===== config.mk =====
export PLATFORM = sky130hd
export DESIGN_NAME = rgb_to_hsl_converter
export DESIGN_NICKNAME = d
export VERILOG_FILES = /design/src/hdl/rth_pkg.sv /design/src/hdl/rth_div_step.sv /design/src/hdl/rth_prep.sv /design/src/hdl/rth_div_pipe.sv /design/src/hdl/rgb_to_hsl_converter.sv
export SDC_FILE = /design/constraint.sdc
export NUM_CORES = 1
export LEC_CHECK = 0
export BUFFER_PORTS_ARGS = -buffer_cell sky130_fd_sc_hd__buf_2
export CAP_MARGIN = 20
export CORE_UTILIZATION = 57
export CTS_BUF_LIST = sky130_fd_sc_hd__clkbuf_16
export DETAILED_ROUTE_END_ITERATION = 12
export GPL_TIMING_DRIVEN = 0
export PLACE_DENSITY_LB_ADDON = 0.08
export SLEW_MARGIN = 20
export SYNTH_ARGS = -nofsm -noshare
export SYNTH_HDL_FRONTEND = slang
export SYNTH_SLANG_ARGS = --single-unit
export TNS_END_PERCENT = 10

===== constraint.sdc =====
create_clock -name clock -period 18.8 [get_ports clock]
set_input_delay 0.94 -clock clock [delete_from_list [all_inputs] [get_ports clock]]
set_output_delay 0.94 -clock clock [all_outputs]
set_load 0.01 [all_outputs]

===== src/hdl/rth_pkg.sv =====
// Shared types and constants for the RGB to HSL converter.
// No dependencies; every other file but rth_div_step refers to this package by scoped names.
package rth_pkg;

   localparam int CHAN_W    = 8;
   localparam int SUM_W     = 9;
   localparam int HUE_W     = 9;
   localparam int PCT_W     = 7;

   // hue division: round(num/d) as floor((2*num + d) / (2*d))
   localparam int HUE_REM_W = 18;
   localparam int HUE_DIV_W = 9;
   localparam int HUE_Q_W   = 9;

   // saturation division: round(100*d/den) as floor((200*d + den) / (2*den))
   localparam int SAT_REM_W = 16;
   localparam int SAT_DIV_W = 9;
   localparam int SAT_Q_W   = 7;

   localparam logic [16:0] HUE_STEP       = 17'd60;
   localparam logic [16:0] HUE_GREEN_BASE = 17'd120;
   localparam logic [16:0] HUE_BLUE_BASE  = 17'd240;
   localparam logic [16:0] HUE_WRAP       = 17'd360;
   localparam logic [HUE_W-1:0] HUE_FULL  = 9'd360;

   localparam logic [SUM_W-1:0] CHAN_MAX  = 9'd255;
   localparam logic [SUM_W-1:0] SUM_MAX   = 9'd510;
   localparam logic [SAT_REM_W-1:0] SAT_SCALE = 16'd200;
   localparam logic [PCT_W-1:0] PCT_MAX   = 7'd100;

   // round(100*sum/510) = floor((20*sum + 51) / 102); 1/102 by reciprocal,
   // exact over the whole range of sum
   localparam int LIT_X_W    = 14;
   localparam int LIT_PROD_W = 27;
   localparam int LIT_SHIFT  = 20;
   localparam logic [LIT_X_W-1:0]    LIT_SCALE = 14'd20;
   localparam logic [LIT_X_W-1:0]    LIT_BIAS  = 14'd51;
   localparam logic [LIT_PROD_W-1:0] LIT_RECIP = 27'd10281;

   typedef enum logic [1:0] {
      SECTOR_RED,
      SECTOR_GREEN,
      SECTOR_BLUE
   } sector_type;

   // after max/min search
   typedef struct packed {
      sector_type        sector;
      logic              neg;
      logic [CHAN_W-1:0] mag;
      logic [CHAN_W-1:0] spread;
      logic [SUM_W-1:0]  sum;
   } prep_type;

   // one lane of the divider pipeline, carrying both divisions
   typedef struct packed {
      logic                 grey;
      logic [HUE_REM_W-1:0] hue_rem;
      logic [HUE_DIV_W-1:0] hue_div;
      logic [HUE_Q_W-1:0]   hue_q;
      logic [SAT_REM_W-1:0] sat_rem;
      logic [SAT_DIV_W-1:0] sat_div;
      logic [SAT_Q_W-1:0]   sat_q;
      logic [PCT_W-1:0]     lightness;
   } lane_type;

endpackage


===== src/hdl/rth_div_step.sv =====
// One restoring division step: subtract the divisor shifted by a fixed amount.
// Purely combinational; no package dependency.
module rth_div_step #(
   parameter int REM_W = 18,
   parameter int DIV_W = 9,
   parameter int SHIFT = 0
) (
   input  logic [REM_W-1:0] rem,
   input  logic [DIV_W-1:0] div,
   output logic [REM_W-1:0] rem_next,
   output logic             q_bit
);

   localparam int CMP_W = (DIV_W + SHIFT > REM_W) ? DIV_W + SHIFT : REM_W;

   logic [CMP_W-1:0] rem_w;
   logic [CMP_W-1:0] trial;

   assign rem_w    = CMP_W'(rem);
   assign trial    = CMP_W'(div) << SHIFT;
   assign q_bit    = (rem_w >= trial);
   assign rem_next = q_bit ? REM_W'(rem_w - trial) : rem;

endmodule


===== src/hdl/rth_prep.sv =====
// Front end: max/min search and sector pick, then dividends, divisors and lightness.
// Two register stages; depends on rth_pkg.
module rth_prep (
   input  logic              clock,
   input  logic              reset,
   input  logic              in_valid,
   output logic              in_ready,
   input  logic [7:0]        red,
   input  logic [7:0]        green,
   input  logic [7:0]        blue,
   output logic              out_valid,
   input  logic              out_ready,
   output rth_pkg::lane_type out_data
);

   logic              s1_valid_ff, s1_valid_in, s1_adv;
   rth_pkg::prep_type s1_ff, s1_in;
   logic              s2_valid_ff, s2_valid_in, s2_adv;
   rth_pkg::lane_type s2_ff, s2_in;

   logic ge_rg, ge_rb, ge_gb, ge_br, ge_gr, ge_bg;
   logic [7:0] mag_gb, mag_br, mag_rg, hi, lo;

   logic [16:0] spread17, mag17, hue_base, hue_num;
   logic [8:0]  den9;
   logic [rth_pkg::LIT_X_W-1:0]    lit_x;
   logic [rth_pkg::LIT_PROD_W-1:0] lit_prod;

   // a stage moves on when empty or when the next one moves
   assign s2_adv      = !s2_valid_ff || out_ready;
   assign s1_adv      = !s1_valid_ff || s2_adv;
   assign in_ready    = s1_adv;
   assign s1_valid_in = s1_adv ? in_valid : s1_valid_ff;
   assign s2_valid_in = s2_adv ? s1_valid_ff : s2_valid_ff;

   // stage 1: largest channel, smallest channel, sector
   assign ge_rg  = (red >= green);
   assign ge_rb  = (red >= blue);
   assign ge_gb  = (green >= blue);
   assign ge_br  = (blue >= red);
   assign ge_gr  = (green >= red);
   assign ge_bg  = (blue >= green);
   assign mag_gb = ge_gb ? green - blue : blue - green;
   assign mag_br = ge_br ? blue - red : red - blue;
   assign mag_rg = ge_rg ? red - green : green - red;

   always_comb begin
      // ties go to red, then green
      if (ge_rg && ge_rb) begin
         s1_in.sector = rth_pkg::SECTOR_RED;
         hi           = red;
         s1_in.neg    = !ge_gb;
         s1_in.mag    = mag_gb;
      end else if (ge_gb) begin
         s1_in.sector = rth_pkg::SECTOR_GREEN;
         hi           = green;
         s1_in.neg    = !ge_br;
         s1_in.mag    = mag_br;
      end else begin
         s1_in.sector = rth_pkg::SECTOR_BLUE;
         hi           = blue;
         s1_in.neg    = !ge_rg;
         s1_in.mag    = mag_rg;
      end
      lo           = (ge_gr && ge_br) ? red : (ge_bg ? green : blue);
      s1_in.spread = hi - lo;
      s1_in.sum    = {1'b0, hi} + {1'b0, lo};
   end

   // stage 2: hue numerator, saturation denominator, lightness
   assign spread17 = 17'(s1_ff.spread);
   assign mag17    = 17'(s1_ff.mag);

   always_comb begin
      case (s1_ff.sector)
         rth_pkg::SECTOR_RED:   hue_base = s1_ff.neg ? spread17 * rth_pkg::HUE_WRAP : '0;
         rth_pkg::SECTOR_GREEN: hue_base = spread17 * rth_pkg::HUE_GREEN_BASE;
         default:               hue_base = spread17 * rth_pkg::HUE_BLUE_BASE;
      endcase
      hue_num = s1_ff.neg ? hue_base - mag17 * rth_pkg::HUE_STEP
                          : hue_base + mag17 * rth_pkg::HUE_STEP;
   end

   assign den9     = (s1_ff.sum <= rth_pkg::CHAN_MAX) ? s1_ff.sum
                                                      : rth_pkg::SUM_MAX - s1_ff.sum;
   assign lit_x    = rth_pkg::LIT_X_W'(s1_ff.sum) * rth_pkg::LIT_SCALE + rth_pkg::LIT_BIAS;
   assign lit_prod = rth_pkg::LIT_PROD_W'(lit_x) * rth_pkg::LIT_RECIP;

   always_comb begin
      s2_in.grey      = (s1_ff.spread == '0);
      s2_in.hue_rem   = {hue_num, 1'b0} + rth_pkg::HUE_REM_W'(s1_ff.spread);
      s2_in.hue_div   = {s1_ff.spread, 1'b0};
      s2_in.hue_q     = '0;
      s2_in.sat_rem   = rth_pkg::SAT_REM_W'(s1_ff.spread) * rth_pkg::SAT_SCALE
                      + rth_pkg::SAT_REM_W'(den9[7:0]);
      s2_in.sat_div   = {den9[7:0], 1'b0};
      s2_in.sat_q     = '0;
      s2_in.lightness = lit_prod[rth_pkg::LIT_SHIFT +: rth_pkg::PCT_W];
   end

   always_ff @(posedge clock) begin
      if (reset) begin
         s1_valid_ff <= 1'b0;
         s2_valid_ff <= 1'b0;
      end else begin
         s1_valid_ff <= s1_valid_in;
         s2_valid_ff <= s2_valid_in;
      end
   end

   always_ff @(posedge clock) begin
      if (s1_adv) s1_ff <= s1_in;
      if (s2_adv) s2_ff <= s2_in;
   end

   assign out_valid = s2_valid_ff;
   assign out_data  = s2_ff;

endmodule


===== src/hdl/rth_div_pipe.sv =====
// Pipelined restoring divider: one hue quotient bit per stage, and one saturation
// bit in each stage whose shift fits SAT_Q_W. Depends on rth_pkg and rth_div_step.
module rth_div_pipe (
   input  logic              clock,
   input  logic              reset,
   input  logic              in_valid,
   output logic              in_ready,
   input  rth_pkg::lane_type in_data,
   output logic              out_valid,
   input  logic              out_ready,
   output rth_pkg::lane_type out_data
);

   localparam int Stages = rth_pkg::HUE_Q_W;

   logic              valid_ff [Stages];
   rth_pkg::lane_type lane_ff  [Stages];
   rth_pkg::lane_type lane_in  [Stages];
   rth_pkg::lane_type src      [Stages];
   logic              src_valid [Stages];
   logic [Stages:0]   adv;

   assign adv[Stages] = out_ready;

   for (genvar k = 0; k < Stages; k++) begin : g_stage
      localparam int Shift = Stages - 1 - k;

      logic [rth_pkg::HUE_REM_W-1:0] hue_rem_nx;
      logic                          hue_bit;
      logic [rth_pkg::SAT_REM_W-1:0] sat_rem_nx;
      logic [rth_pkg::SAT_Q_W-1:0]   sat_q_nx;

      if (k == 0) begin : g_head
         assign src[k]       = in_data;
         assign src_valid[k] = in_valid;
      end else begin : g_link
         assign src[k]       = lane_ff[k-1];
         assign src_valid[k] = valid_ff[k-1];
      end

      assign adv[k] = !valid_ff[k] || adv[k+1];

      rth_div_step #(
         .REM_W (rth_pkg::HUE_REM_W),
         .DIV_W (rth_pkg::HUE_DIV_W),
         .SHIFT (Shift)
      ) u_hue_step (
         .rem      (src[k].hue_rem),
         .div      (src[k].hue_div),
         .rem_next (hue_rem_nx),
         .q_bit    (hue_bit)
      );

      // saturation quotient is narrower, so its steps start later
      if (Shift < rth_pkg::SAT_Q_W) begin : g_sat
         logic sat_bit;

         rth_div_step #(
            .REM_W (rth_pkg::SAT_REM_W),
            .DIV_W (rth_pkg::SAT_DIV_W),
            .SHIFT (Shift)
         ) u_sat_step (
            .rem      (src[k].sat_rem),
            .div      (src[k].sat_div),
            .rem_next (sat_rem_nx),
            .q_bit    (sat_bit)
         );

         assign sat_q_nx = src[k].sat_q | (rth_pkg::SAT_Q_W'(sat_bit) << Shift);
      end else begin : g_sat_idle
         assign sat_rem_nx = src[k].sat_rem;
         assign sat_q_nx   = src[k].sat_q;
      end

      always_comb begin
         lane_in[k]         = src[k];
         lane_in[k].hue_rem = hue_rem_nx;
         lane_in[k].hue_q   = src[k].hue_q | (rth_pkg::HUE_Q_W'(hue_bit) << Shift);
         lane_in[k].sat_rem = sat_rem_nx;
         lane_in[k].sat_q   = sat_q_nx;
      end

      always_ff @(posedge clock) begin
         if (reset) begin
            valid_ff[k] <= 1'b0;
         end else if (adv[k]) begin
            valid_ff[k] <= src_valid[k];
         end
      end

      always_ff @(posedge clock) begin
         if (adv[k]) lane_ff[k] <= lane_in[k];
      end
   end

   assign in_ready  = adv[0];
   assign out_valid = valid_ff[Stages-1];
   assign out_data  = lane_ff[Stages-1];

   // quotients stay in range unless the spread is zero
   a_quot_range: assert property (@(posedge clock) disable iff (reset)
      out_valid && !out_data.grey |->
         out_data.hue_q <= rth_pkg::HUE_FULL && out_data.sat_q <= rth_pkg::PCT_MAX)
      else $error("divider quotient out of range");

   // enough steps ran: the remainder is below the divisor
   a_rem_final: assert property (@(posedge clock) disable iff (reset)
      out_valid && !out_data.grey |->
         out_data.hue_rem < rth_pkg::HUE_REM_W'(out_data.hue_div))
      else $error("hue remainder not reduced below divisor");

endmodule


===== src/hdl/rgb_to_hsl_converter.sv =====
// RGB to HSL converter, top level: front end, divider pipeline, output register.
// Depends on rth_pkg, rth_prep, rth_div_pipe and rth_div_step.
//
// Takes one 8-bit RGB pixel per clock unless held off by back-pressure and gives
// hue in degrees (0..359), saturation and lightness in percent (0..100), all
// rounded to nearest with halves up; grey pixels give zero hue and saturation.
// Throughput is one pixel per cycle without back-pressure. A pixel passes two
// front-end stages, nine divider stages (one quotient bit per stage, restoring)
// and the output register. Every stage holds under back-pressure and empty
// stages fill, so input is taken while the output waits if any stage is empty.
module rgb_to_hsl_converter (
   input  logic       clock,
   input  logic       reset,
   input  logic       req_valid,
   output logic       req_ready,
   input  logic [7:0] req_red,
   input  logic [7:0] req_green,
   input  logic [7:0] req_blue,
   output logic       rsp_valid,
   input  logic       rsp_ready,
   output logic [8:0] rsp_hue,
   output logic [6:0] rsp_saturation,
   output logic [6:0] rsp_lightness
);

   logic              prep_valid, prep_ready;
   rth_pkg::lane_type prep_data;
   logic              div_valid, div_ready;
   rth_pkg::lane_type div_data;

   logic       fin_adv;
   logic       rsp_valid_ff, rsp_valid_in;
   logic [8:0] rsp_hue_ff, rsp_hue_in;
   logic [6:0] rsp_sat_ff, rsp_sat_in;
   logic [6:0] rsp_lit_ff;

   rth_prep u_prep (
      .clock     (clock),
      .reset     (reset),
      .in_valid  (req_valid),
      .in_ready  (req_ready),
      .red       (req_red),
      .green     (req_green),
      .blue      (req_blue),
      .out_valid (prep_valid),
      .out_ready (prep_ready),
      .out_data  (prep_data)
   );

   rth_div_pipe u_div (
      .clock     (clock),
      .reset     (reset),
      .in_valid  (prep_valid),
      .in_ready  (prep_ready),
      .in_data   (prep_data),
      .out_valid (div_valid),
      .out_ready (div_ready),
      .out_data  (div_data)
   );

   assign fin_adv      = !rsp_valid_ff || rsp_ready;
   assign div_ready    = fin_adv;
   assign rsp_valid_in = fin_adv ? div_valid : rsp_valid_ff;

   // a hue that rounds up to a full turn wraps to zero
   assign rsp_hue_in = (div_data.grey || div_data.hue_q >= rth_pkg::HUE_FULL)
                     ? '0 : div_data.hue_q;
   assign rsp_sat_in = div_data.grey ? '0
                     : (div_data.sat_q > rth_pkg::PCT_MAX) ? rth_pkg::PCT_MAX
                     : div_data.sat_q;

   always_ff @(posedge clock) begin
      if (reset) begin
         rsp_valid_ff <= 1'b0;
      end else begin
         rsp_valid_ff <= rsp_valid_in;
      end
   end

   always_ff @(posedge clock) begin
      if (fin_adv) begin
         rsp_hue_ff <= rsp_hue_in;
         rsp_sat_ff <= rsp_sat_in;
         rsp_lit_ff <= div_data.lightness;
      end
   end

   assign rsp_valid      = rsp_valid_ff;
   assign rsp_hue        = rsp_hue_ff;
   assign rsp_saturation = rsp_sat_ff;
   assign rsp_lightness  = rsp_lit_ff;

   // input is only held off by a result that is waiting for its transfer
   a_no_idle_stall: assert property (@(posedge clock) disable iff (reset)
      !req_ready |-> rsp_valid && !rsp_ready)
      else $error("input stalled without output back-pressure");

   a_out_range: assert property (@(posedge clock) disable iff (reset)
      rsp_valid |-> rsp_hue < rth_pkg::HUE_FULL && rsp_saturation <= rth_pkg::PCT_MAX
                    && rsp_lightness <= rth_pkg::PCT_MAX)
      else $error("result field out of range");

endmodule

==> impl_metrics.py, run 1 <==
metrics = {
    "run_status": {
        "result_of_the_run": "finished, final reports clean",
    },
    "worst_setup_path": {
        "setup.worst_path.class": "reg -> reg",
        "worstRegToRegCells": 25,
        "worst_r2r_endpoint": "u_prep.out_data[6]$_DFFE_PP_",
        "r2r_start": "u_prep.s1_ff[0]$_DFFE_PP_",
        "critPathRequiredTime_ns": 19.13,
        "critPathMaxFanout": 16,
        "endpoint_kind": "register",
        "reg2reg_setup_slack_ns": 11.49,
        "critical_path_data_arrival_time_ns": 7.63,
        "critPathLaunchType": "register",
    },
    "cells_and_area": {
        "layout-drive-gt1-share_pct": 7.10,
        "num-nets-final": 3692,
        "final_design_area_no_fill_um2": 39800,
        "num-fill-cells": 4842,
        "num_antenna_cells": 0,
        "mostFrequentLayoutCells": "601 x edfxtp_1, 405 x ha_1, 382 x inv_1, 194 x nor2_1, 159 x a21oi_1",
        "layout-area-overhead-vs-synth_pct": 9.78,
        "layout_commonest_cell": "edfxtp_1",
    },
    "floorplanning": {
        "coreArea_um2": 63000,
        "chipHeight_um": 254,
        "floorplan.die_area_um2": 64600,
        "floorplan.die.width_um": 254,
        "fp-row-count": 92,
        "initial_utilization_pct": 57.6,
        "floorplan.io_pins": 53,
    },
    "clocking": {
        "cts-root-to-sink-buffers": 3,
        "cts_resized": 0,
        "cts_inserted_buffers": 66,
        "clkSinkCount": 604,
        "htree_levels": 3,
        "clock_latency_on_the_worst_skew_pair_ns": 0.59,
        "clk_pin_slew_ns": 0.06,
        "postCtsHoldBufs": 0,
        "cts_tree": "done",
        "post_cts_buffers": 0,
        "root_buffer": "clkbuf_16",
    },
    "synthesis": {
        "mappedNetlistArea_um2": 36300,
        "ys_seq_elements": 604,
        "edff_count_synth": 601,
        "synth_warnings": 0,
        "seq_area_frac_synth_pct": 49.9,
        "count_of_distinct_cell_types_in_the_synthesized_netlist": 88,
        "yosys_most_used_dff": "edfxtp_1",
        "post_synth_inst_count": 3052,
        "async_s_r_ff_share_synth_pct": 0,
        "syn-mean-instance-area_um2": 11.9,
        "synth.net_count": 3566,
    },
    "detailed_routing": {
        "detailroute.via_count": 22100,
        "drt_first_pass_iters": 5,
        "routed_via_density": 5.43,
        "drt.antenna.violating_nets": 0,
        "detailedRoute.firstIterationViolations": 898,
        "route.detailed.wl_per_inst_um": 15.7,
        "remaining_drc_errors": 0,
        "drt-total-wl_um": 63900,
    },
    "sta": {
        "timing.final.hold_violations": 0,
        "timing.final.max_slew_violations": 0,
        "max_clock_freq_ghz": 0.137,
        "post-route-period-util_pct": 38.9,
        "finClkSkew_ns": 0.0219,
        "min_period_ns": 7.31,
        "finalSetupViolations": 0,
        "max-slew-margin-rel_pct": 28.4,
        "rsz_0062_raised_after_global_routing": "no",
        "setup-tns-final_ns": 0,
        "tightest_slew_ns": 1.07,
    },
    "grt": {
        "grt_remaining_overflow": 0,
        "grt_antenna_before_repair": 0,
        "grt_first_pass_wirelength_um": 106000,
        "maximum_number_of_pins_on_one_net_before_global_route_repair": 63,
        "first_global_vias": 23000,
        "gr-usage-all-layers_pct": 20.4,
    },
    "placed_design": {
        "place_congestion": 0.929,
        "dp_hpwl_um": 50700,
        "port_buffers": 52,
        "placement.cell_area_um2": 37800,
    },
    "job": {
        "max_cap_violations": 0,
    },
    "hold_path": {
        "hold_wc_path_type": "reg -> reg",
        "min_from": "u_prep.out_data[33]$_DFFE_PP_",
        "timing.hold.worst_path_depth": 0,
        "timing.hold.worst_endpoint": "u_div.lane_ff[0][33]$_DFFE_PP_",
    },
}
cells in the mapped netlist, types with 22 or more instances:
cell | instances | area share (%)
nand4_1 | 26 | 0.45
ha_1 | 405 | 14
a21o_1 | 80 | 1.7
nor2_1 | 194 | 2.0
fa_1 | 81 | 4.5
xnor2_1 | 133 | 3.2
nor3_1 | 38 | 0.52
xor2_1 | 109 | 2.6
nand3_1 | 26 | 0.36
edfxtp_1 | 601 | 50
o31ai_1 | 22 | 0.46
nor4_1 | 24 | 0.41
a21oi_1 | 159 | 2.2
o21ai_0 | 128 | 1.8
nand2b_1 | 36 | 0.62
nand2_1 | 151 | 1.6
inv_1 | 377 | 3.9
nor2b_1 | 52 | 0.90
mux2i_1 | 45 | 1.2
cells by family after synthesis:
kind of cell	share of synthesized area, %
AND/OR/NAND/NOR	9.25
flip-flops	49.9
AO/OA/AOI/OAI	10.3
adder cells (fa/ha/maj)	18.4
buffers and inverters	4.36
XOR/XNOR	5.85
multiplexers	1.87
metrics by stage:
step | instances | utilization (%) | hold WS (ns) | setup WS [ns]
global route | 4070 | 63.2 | 0.412 | 11.11
floorplan | 3052 | - | 0.400 | 12.47
detailed placement | 3956 | 60.0 | 0.405 | 11.51
finish | 4070 | 63.2 | 0.403 | 11.49
CTS | 4070 | 63.2 | 0.400 | 11.46
global placement | 3950 | 59.7 | 0.400 | 11.59
worst max-delay path by stage:
stage                               from                            to  slack (ns)
2_1_floorplan  u_prep.s1_ff[0]$_DFFE_PP_  u_prep.out_data[6]$_DFFE_PP_       12.47
3_3_place_gp   u_prep.s1_ff[0]$_DFFE_PP_  u_prep.out_data[6]$_DFFE_PP_       11.59
3_5_place_dp   u_prep.s1_ff[0]$_DFFE_PP_  u_prep.out_data[6]$_DFFE_PP_       11.51
4_1_cts        u_prep.s1_ff[0]$_DFFE_PP_  u_prep.out_data[6]$_DFFE_PP_       11.46
5_1_grt        u_prep.s1_ff[0]$_DFFE_PP_  u_prep.out_data[6]$_DFFE_PP_       11.11
6_report       u_prep.s1_ff[0]$_DFFE_PP_  u_prep.out_data[6]$_DFFE_PP_       11.49
critical path: stages, from the launching register on:
cell and delay, ns:
edfxtp_1 0.70, ha_1 0.35, ha_1 0.20, fa_1 0.41
a21o_1 0.18, a21oi_1 0.19, nand2b_1 0.16, a21oi_1 0.10
xnor2_1 0.28, xor2_1 0.54, inv_1 0.22, fa_1 0.57
inv_1 0.05, fa_1 0.38, ha_1 0.29, ha_1 0.30
ha_1 0.31, a21o_1 0.16, a21o_1 0.18, a221oi_1 0.28
o21ai_1 0.21, a31oi_1 0.30, nor2b_1 0.10, o21a_1 0.22
o31ai_2 0.26, xnor2_1 0.09
layer usage:
layer  vias up  track usage, %  wire length [um]
met3       133            2.90              1770
met2       301            39.8             34600
met5         -               0                 0
met4         0            8.38              2070
met1     10500            21.6             25500
li1      11200               -                 -
cell type report:
| type | instances | area [um2] | area share [%] |
|---|---|---|---|
| clock inverters | 46 | 354 | 0.890 |
| inverters | 378 | 1420 | 3.58 |
| plain buffers | 37 | 164 | 0.412 |
| well taps | 846 | 1060 | 2.66 |
| repair buffers | 58 | 390 | 0.981 |
| flip-flops and latches | 604 | 18100 | 45.5 |
| clock buffers | 68 | 1700 | 4.27 |
| multi-input cells | 2033 | 16600 | 41.7 |
registers in the layout (all words and copies together), names as in the netlist:
register            flops
u_prep.mag17            8
rsp_saturation          7
u_div.valid_ff          9
u_prep.s1_ff           19
u_div.lane_ff         491
rsp_hue                 9
u_prep.s1_valid_ff      1
u_prep.out_data        51
rsp_valid               1
rsp_lightness           7
u_prep.out_valid        1
Power of run 1 is not shown: default switching activity piles up to over one toggle a cycle in this logic, so the estimate is an artifact.
==> inputs of run 2 (changes only) <==
- ABC_AREA: not set -> 1
- clock period: 18.8 -> 6.1 ns (I/O delays scaled with it)
==> impl_metrics.py, run 2 <==
metrics = {
    "synthesis": {
        "synth.net_count": 4355,
        "seq_area_frac_synth_pct": 47.3,
        "async_s_r_ff_share_synth_pct": 0,
        "ys_seq_elements": 604,
        "post_synth_inst_count": 3841,
        "synth_warnings": 0,
        "leading_cell_type_by_number_of_instances_after_synthesis": "nand2_1",
        "syn-mean-instance-area_um2": 9.96,
        "netlist_top_cells_count": "681 x nand2_1, 601 x edfxtp_1, 596 x inv_1",
        "yosysTopAreaCellShare_pct": 47.2,
        "mappedNetlistArea_um2": 38300,
        "edff_count_synth": 601,
        "yosys_most_used_dff": "edfxtp_1",
        "synth.area.top_cells": "edfxtp_1 47%, ha_1 13%, nand2_1 6.7%, inv_1 5.8%, fa_1 4.2%",
        "synth_top_area_cell": "edfxtp_1",
        "count_of_distinct_cell_types_in_the_synthesized_netlist": 65,
    },
    "clocking": {
        "clock_latency_on_the_worst_skew_pair_ns": 0.62,
        "cts_inserted_buffers": 61,
        "cts_tree": "done",
        "root_buffer": "clkbuf_16",
        "htree_levels": 2,
        "clk_pin_slew_ns": 0.06,
        "cts-root-to-sink-buffers": 3,
        "clkSinkCount": 604,
    },
    "detailed_routing": {
        "detailedRoute.firstIterationViolations": 1277,
        "remaining_drc_errors": 0,
        "drt-total-wl_um": 71000,
        "drt.antenna.violating_nets": 0,
        "route.detailed.wl_per_inst_um": 14.5,
        "drt_first_pass_iters": 8,
        "routed_via_density": 5.26,
        "detailroute.via_count": 25700,
    },
    "sta": {
        "tightest_slew_ns": 0.994,
        "finClkSkew_ns": 0.0160,
        "finalSetupViolations": 0,
        "rsz_0062_raised_after_global_routing": "yes",
        "fin_hold_ws_ns": 0.285,
        "timing.final.hold_violations": 0,
        "min_period_ns": 5.84,
        "max_clock_freq_ghz": 0.171,
        "final_critical_path_setup_slack_ns": 0.264,
        "post-route-period-util_pct": 95.7,
        "max-slew-margin-rel_pct": 33.4,
        "timing.final.max_slew_violations": 0,
    },
    "worst_setup_path": {
        "critPathRequiredTime_ns": 6.46,
        "reg2reg_setup_slack_ns": 0.26,
        "endpoint_kind": "register",
        "critPathLaunchType": "register",
        "setup.worst_path.class": "reg -> reg",
        "critical_path_data_arrival_time_ns": 6.19,
        "critPathMaxFanout": 4,
    },
    "cells_and_area": {
        "mostFrequentLayoutCells": "678 x nand2_1, 601 x edfxtp_1, 597 x inv_1, 404 x ha_1, 258 x nor2_1",
        "regMostFlops": "u_div.lane_ff",
        "num-fill-cells": 5413,
        "largest_register_ff_count": 491,
        "layout_commonest_cell": "nand2_1",
        "biggest_regs": "u_div.lane_ff: 491 flops, u_prep.out_data: 51 flops, u_prep.s1_ff: 19 flops",
        "num_antenna_cells": 0,
        "num-nets-final": 4481,
        "layout-drive-gt1-share_pct": 7.79,
        "final_cell_count_no_fill": 4884,
        "layout-area-overhead-vs-synth_pct": 9.88,
    },
    "placed_design": {
        "port_buffers": 52,
        "dp_hpwl_um": 56500,
        "post-place-cells": 4760,
        "place_congestion": 0.933,
        "dpl_worst_slack_ns": -0.338,
    },
    "floorplanning": {
        "floorplan.io_pins": 53,
        "floorplan.die.width_um": 261,
        "floorplan.die_area_um2": 68200,
        "chipHeight_um": 261,
        "coreArea_um2": 66100,
        "initial_utilization_pct": 57.9,
        "fp-row-count": 94,
    },
    "job": {
        "max_cap_violations": 0,
    },
    "hold_path": {
        "hold_wc_path_type": "in -> reg",
    },
    "grt": {
        "grt_remaining_overflow": 0,
        "gr-usage-all-layers_pct": 21.2,
        "first_global_vias": 25500,
        "maximum_number_of_pins_on_one_net_before_global_route_repair": 66,
        "grt_antenna_before_repair": 0,
        "grt_first_pass_wirelength_um": 119000,
    },
    "run_status": {
        "result_of_the_run": "finished, final reports clean",
    },
}
[run 2: worst max-delay path, stage by stage (launching register included)]
cell and delay, ns:
edfxtp_1 0.43, ha_1 0.32, ha_1 0.22, fa_1 0.39, nand2_1 0.10, nand2_1 0.06
a21oi_2 0.15, o21ai_1 0.12, xor2_1 0.22, inv_1 0.08, a21oi_1 0.25, nor2_4 0.09
ha_1 0.30, ha_1 0.29, ha_1 0.29, ha_1 0.29, ha_1 0.30, ha_1 0.30
ha_1 0.36, nand2_1 0.18, nor4_4 0.36, o2111ai_1 0.20, nand3_1 0.17, xor2_1 0.09
[run 2: cell families after synthesis]
kind of cell	count (synthesis)	synth area share, %
AOI/OAI and AO/OA	581	8.77
xor gates and xnor gates	217	5.01
buffers and inverters	660	6.63
muxes	7	0.186
DFF	604	47.3
and+or+nand+nor	1286	14.6
adders and majority gates	486	17.5
[run 2: through the flow]
step / TNS [ns] / util (%) / cell area (um2)
5_1_grt: -0.145 / 63.6 / 42000
4_1_cts: 0 / 63.5 / 42000
6_report: 0 / 63.6 / 42000
3_5_place_dp: -1.36 / 60.1 / 39700
3_3_place_gp: -51.14 / 59.9 / 39600
2_1_floorplan: 0 / - / 38300
[run 2: path summary, 6_finish.rpt]
| path | from | end | depth (start not counted) |
|---|---|---|---|
| min reg2reg | u_div.lane_ff[0][227]$_DFFE_PP_ | u_div.lane_ff[0][303]$_DFFE_PP_ | 0 |
| min | req_green[0] | u_prep.s1_ff[0]$_DFFE_PP_ | 4 |
| max reg2reg | u_prep.s1_ff[1]$_DFFE_PP_ | u_prep.out_data[3]$_DFFE_PP_ | 23 |
| max | u_prep.s1_ff[1]$_DFFE_PP_ | u_prep.out_data[3]$_DFFE_PP_ | 23 |
[run 2: area by class of cell]
cell class | instances | area [um2] | share of cell area (%)
plain buffers | 39 | 204 | 0.485
well taps | 864 | 1080 | 2.57
inverters | 621 | 2330 | 5.55
flip-flops and latches | 604 | 18100 | 43.1
clock buffers | 62 | 1550 | 3.69
clock inverters | 54 | 649 | 1.54
repair buffers | 63 | 395 | 0.940
multi-input cells | 2577 | 17700 | 42.2
[run 2: timing repair]
action                                 CTS  global route
setup endpoints to repair                6             6
endpoints found under the hold margin    3             0
resized for setup                        3            16
pin swaps                                1             3
hold buffers                             3             0
buffers inserted                         2             3
[run 2: metal layers]
layer	global-route usage, %	wire, um	vias to the layer above	part of all wire (%)
met5	0	0	-	0
met4	8.32	2630	0	3.7
met3	2.30	1950	161	2.7
met2	40.3	37100	391	52
met1	24.3	29300	11800	41
li1	-	-	13300	-
Power of run 2 is left out for the same reason.
==> inputs of run 3 (changes only) <==
- CTS_BUF_LIST: sky130_fd_sc_hd__clkbuf_16 -> sky130_fd_sc_hd__clkbuf_4 sky130_fd_sc_hd__clkbuf_8
- SETUP_SLACK_MARGIN: not set -> 0.2
==> impl_metrics.py, run 3 (same netlist as run 2, synthesis figures left out) <==
metrics = {
    "floorplanning": {
        "floorplan.die_area_um2": 68200,
        "fp-row-count": 94,
        "chipHeight_um": 261,
        "coreArea_um2": 66100,
        "initial_utilization_pct": 57.9,
        "floorplan.io_pins": 53,
        "floorplan.die.width_um": 261,
    },
    "cells_and_area": {
        "multi_input_combinational_cell_area_um2": 18000,
        "regMostFlops": "u_div.lane_ff",
        "ff_latch_area_um2": 18100,
        "final_cell_count_no_fill": 4960,
        "layout_commonest_cell": "nand2_1",
        "layout-drive-gt1-share_pct": 10.1,
        "layout-area-overhead-vs-synth_pct": 10.3,
        "num-fill-cells": 5433,
        "biggest_regs": "u_div.lane_ff: 491 flops, u_prep.out_data: 51 flops, u_prep.s1_ff: 19 flops",
        "num-nets-final": 4531,
        "final_design_area_no_fill_um2": 42200,
        "largest_register_ff_count": 491,
        "mostFrequentLayoutCells": "674 x nand2_1, 601 x edfxtp_1, 588 x inv_1, 389 x ha_1, 254 x nor2_1",
    },
    "detailed_routing": {
        "remaining_drc_errors": 0,
        "drt-total-wl_um": 72300,
        "detailedRoute.firstIterationViolations": 1390,
        "route.detailed.wl_per_inst_um": 14.6,
        "drt_first_pass_iters": 8,
        "drt.antenna.violating_nets": 0,
        "routed_via_density": 5.26,
        "detailroute.via_count": 26100,
    },
    "worst_setup_path": {
        "timing.critical_path.slowest_stage_cell": "edfxtp_1",
        "worstRegToRegCells": 24,
        "worst_path_dominant_cell_family": "adder cells",
        "critPathRequiredTime_ns": 6.50,
        "critPathBufInv": 1,
        "critPathMaxFanout": 4,
        "timing.critical_path.mode_cell": "ha_1",
        "endpoint_kind": "register",
        "setup.worst_path.class": "reg -> reg",
        "critPathLaunchType": "register",
        "worst_r2r_endpoint": "u_prep.out_data[3]$_DFFE_PP_",
        "cp_slowest_stage_delay_ns": 0.44,
        "r2r_start": "u_prep.s1_ff[3]$_DFFE_PP_",
        "critical_path_data_arrival_time_ns": 6.10,
        "reg2reg_setup_slack_ns": 0.40,
        "worstPathCellList": "ha_1 > ha_1 > fa_1 > nand2_1 > nand2_1 > a21oi_2 > xor2_1 > buf_4 > nor2_2 > nand2_1 > nor2_4 > nor2_4 > ha_1 > ha_1 > ha_1 > ha_1 > ha_1 > ha_1 > ha_2 > nand2_2 > nor4_4 > o2111ai_2 > nand3_2 > xor2_1",
    },
    "sta": {
        "max-slew-margin-rel_pct": 33.2,
        "finalSetupViolations": 0,
        "rsz_0062_raised_after_global_routing": "yes",
        "finClkSkew_ns": 0.0440,
        "min_period_ns": 5.70,
        "tightest_slew_ns": 0.996,
        "timing.final.max_slew_violations": 0,
        "timing.final.hold_violations": 0,
        "post-route-period-util_pct": 93.4,
        "max_clock_freq_ghz": 0.175,
    },
    "clocking": {
        "cts-root-to-sink-buffers": 3,
        "clk_pin_slew_ns": 0.05,
        "clkSinkCount": 604,
        "root_buffer": "clkbuf_8",
        "cts_tree": "done",
        "clock_latency_on_the_worst_skew_pair_ns": 0.68,
        "cts_inserted_buffers": 97,
        "htree_levels": 3,
    },
    "placed_design": {
        "dp_hpwl_um": 56500,
        "placement.cell_area_um2": 39700,
        "port_buffers": 52,
        "post-place-cells": 4760,
        "place_congestion": 0.933,
    },
    "grt": {
        "grt_first_pass_wirelength_um": 118000,
        "grt_antenna_before_repair": 1,
        "first_global_vias": 25700,
        "grt_remaining_overflow": 0,
        "maximum_number_of_pins_on_one_net_before_global_route_repair": 66,
        "gr-usage-all-layers_pct": 21.3,
    },
    "hold_path": {
        "timing.hold.worst_path_depth": 4,
        "min_from": "req_green[0]",
        "timing.hold.worst_endpoint": "u_prep.s1_ff[0]$_DFFE_PP_",
        "hold_wc_path_type": "in -> reg",
    },
    "run_status": {
        "result_of_the_run": "finished, final reports clean",
    },
    "job": {
        "max_cap_violations": 0,
    },
}
==> run 3: worst max path at each step <==
stage / startpoint / endpoint / slack, ns / cells after the start
floorplan: u_prep.s1_ff[0]$_DFFE_PP_ / u_prep.out_data[5]$_DFFE_PP_ / 0.51 / 24
global placement: rsp_ready / u_div.lane_ff[0][74]$_DFFE_PP_ / -0.49 / 13
global route: u_prep.s1_ff[3]$_DFFE_PP_ / u_prep.out_data[6]$_DFFE_PP_ / 0.08 / 28
finish: u_prep.s1_ff[3]$_DFFE_PP_ / u_prep.out_data[3]$_DFFE_PP_ / 0.40 / 24
CTS: u_prep.s1_ff[3]$_DFFE_PP_ / u_prep.out_data[5]$_DFFE_PP_ / 0.16 / 24
detailed placement: u_prep.s1_ff[0]$_DFFE_PP_ / u_prep.out_data[5]$_DFFE_PP_ / -0.34 / 24
==> run 3: repair_timing <==
| action | in CTS | in global routing |
|---|---|---|
| pin swaps | 2 | 17 |
| hold buffers | 3 | 0 |
| setup endpoints to repair | 7 | 8 |
| gates resized for setup | 7 | 53 |
| gates cloned | 0 | 1 |
| endpoints found under the hold margin | 5 | 0 |
| buffers inserted | 3 | 15 |
==> run 3: worst reg2reg max path, delay by kind of cell, from the launching register on <==
| family | cells | cell delay (ns) |
|---|---|---|
| simple gates | 9 | 1.21 |
| fa+ha+maj | 10 | 3.10 |
| flops | 1 | 0.44 |
| buf+inv | 1 | 0.15 |
| xor+xnor | 2 | 0.18 |
| compound gates | 2 | 0.35 |
==> run 3: stage by stage <==
stage,worst slack [ns],hold WS (ns),utilization [%],TNS (ns)
after floorplan,0.512,0.367,-,0
after global placement,-0.490,0.400,59.9,-51.14
after detailed placement,-0.338,0.405,60.1,-1.36
after CTS,0.161,0.160,63.2,0
after global routing,0.0756,0.217,63.8,0
final,0.400,0.227,63.8,0
==> run 3: area by class of cell <==
class / count / share of cell area (%)
inverters: 621 / 5.53
plain buffers: 39 / 0.486
repair buffers: 76 / 1.17
multi-input cells: 2578 / 42.7
flip-flops and latches: 604 / 42.9
clock inverters: 40 / 0.691
diodes: 1 / 0.00593
well taps: 864 / 2.56
clock buffers: 137 / 3.96
==> run 3: routing by layer <==
layer	global-route usage, %	routed length (um)
met1	24.2	29700
met2	39.9	37700
met3	2.96	2340
met4	8.88	2600
met5	0	0
Power of run 3 is left out for the same reason.
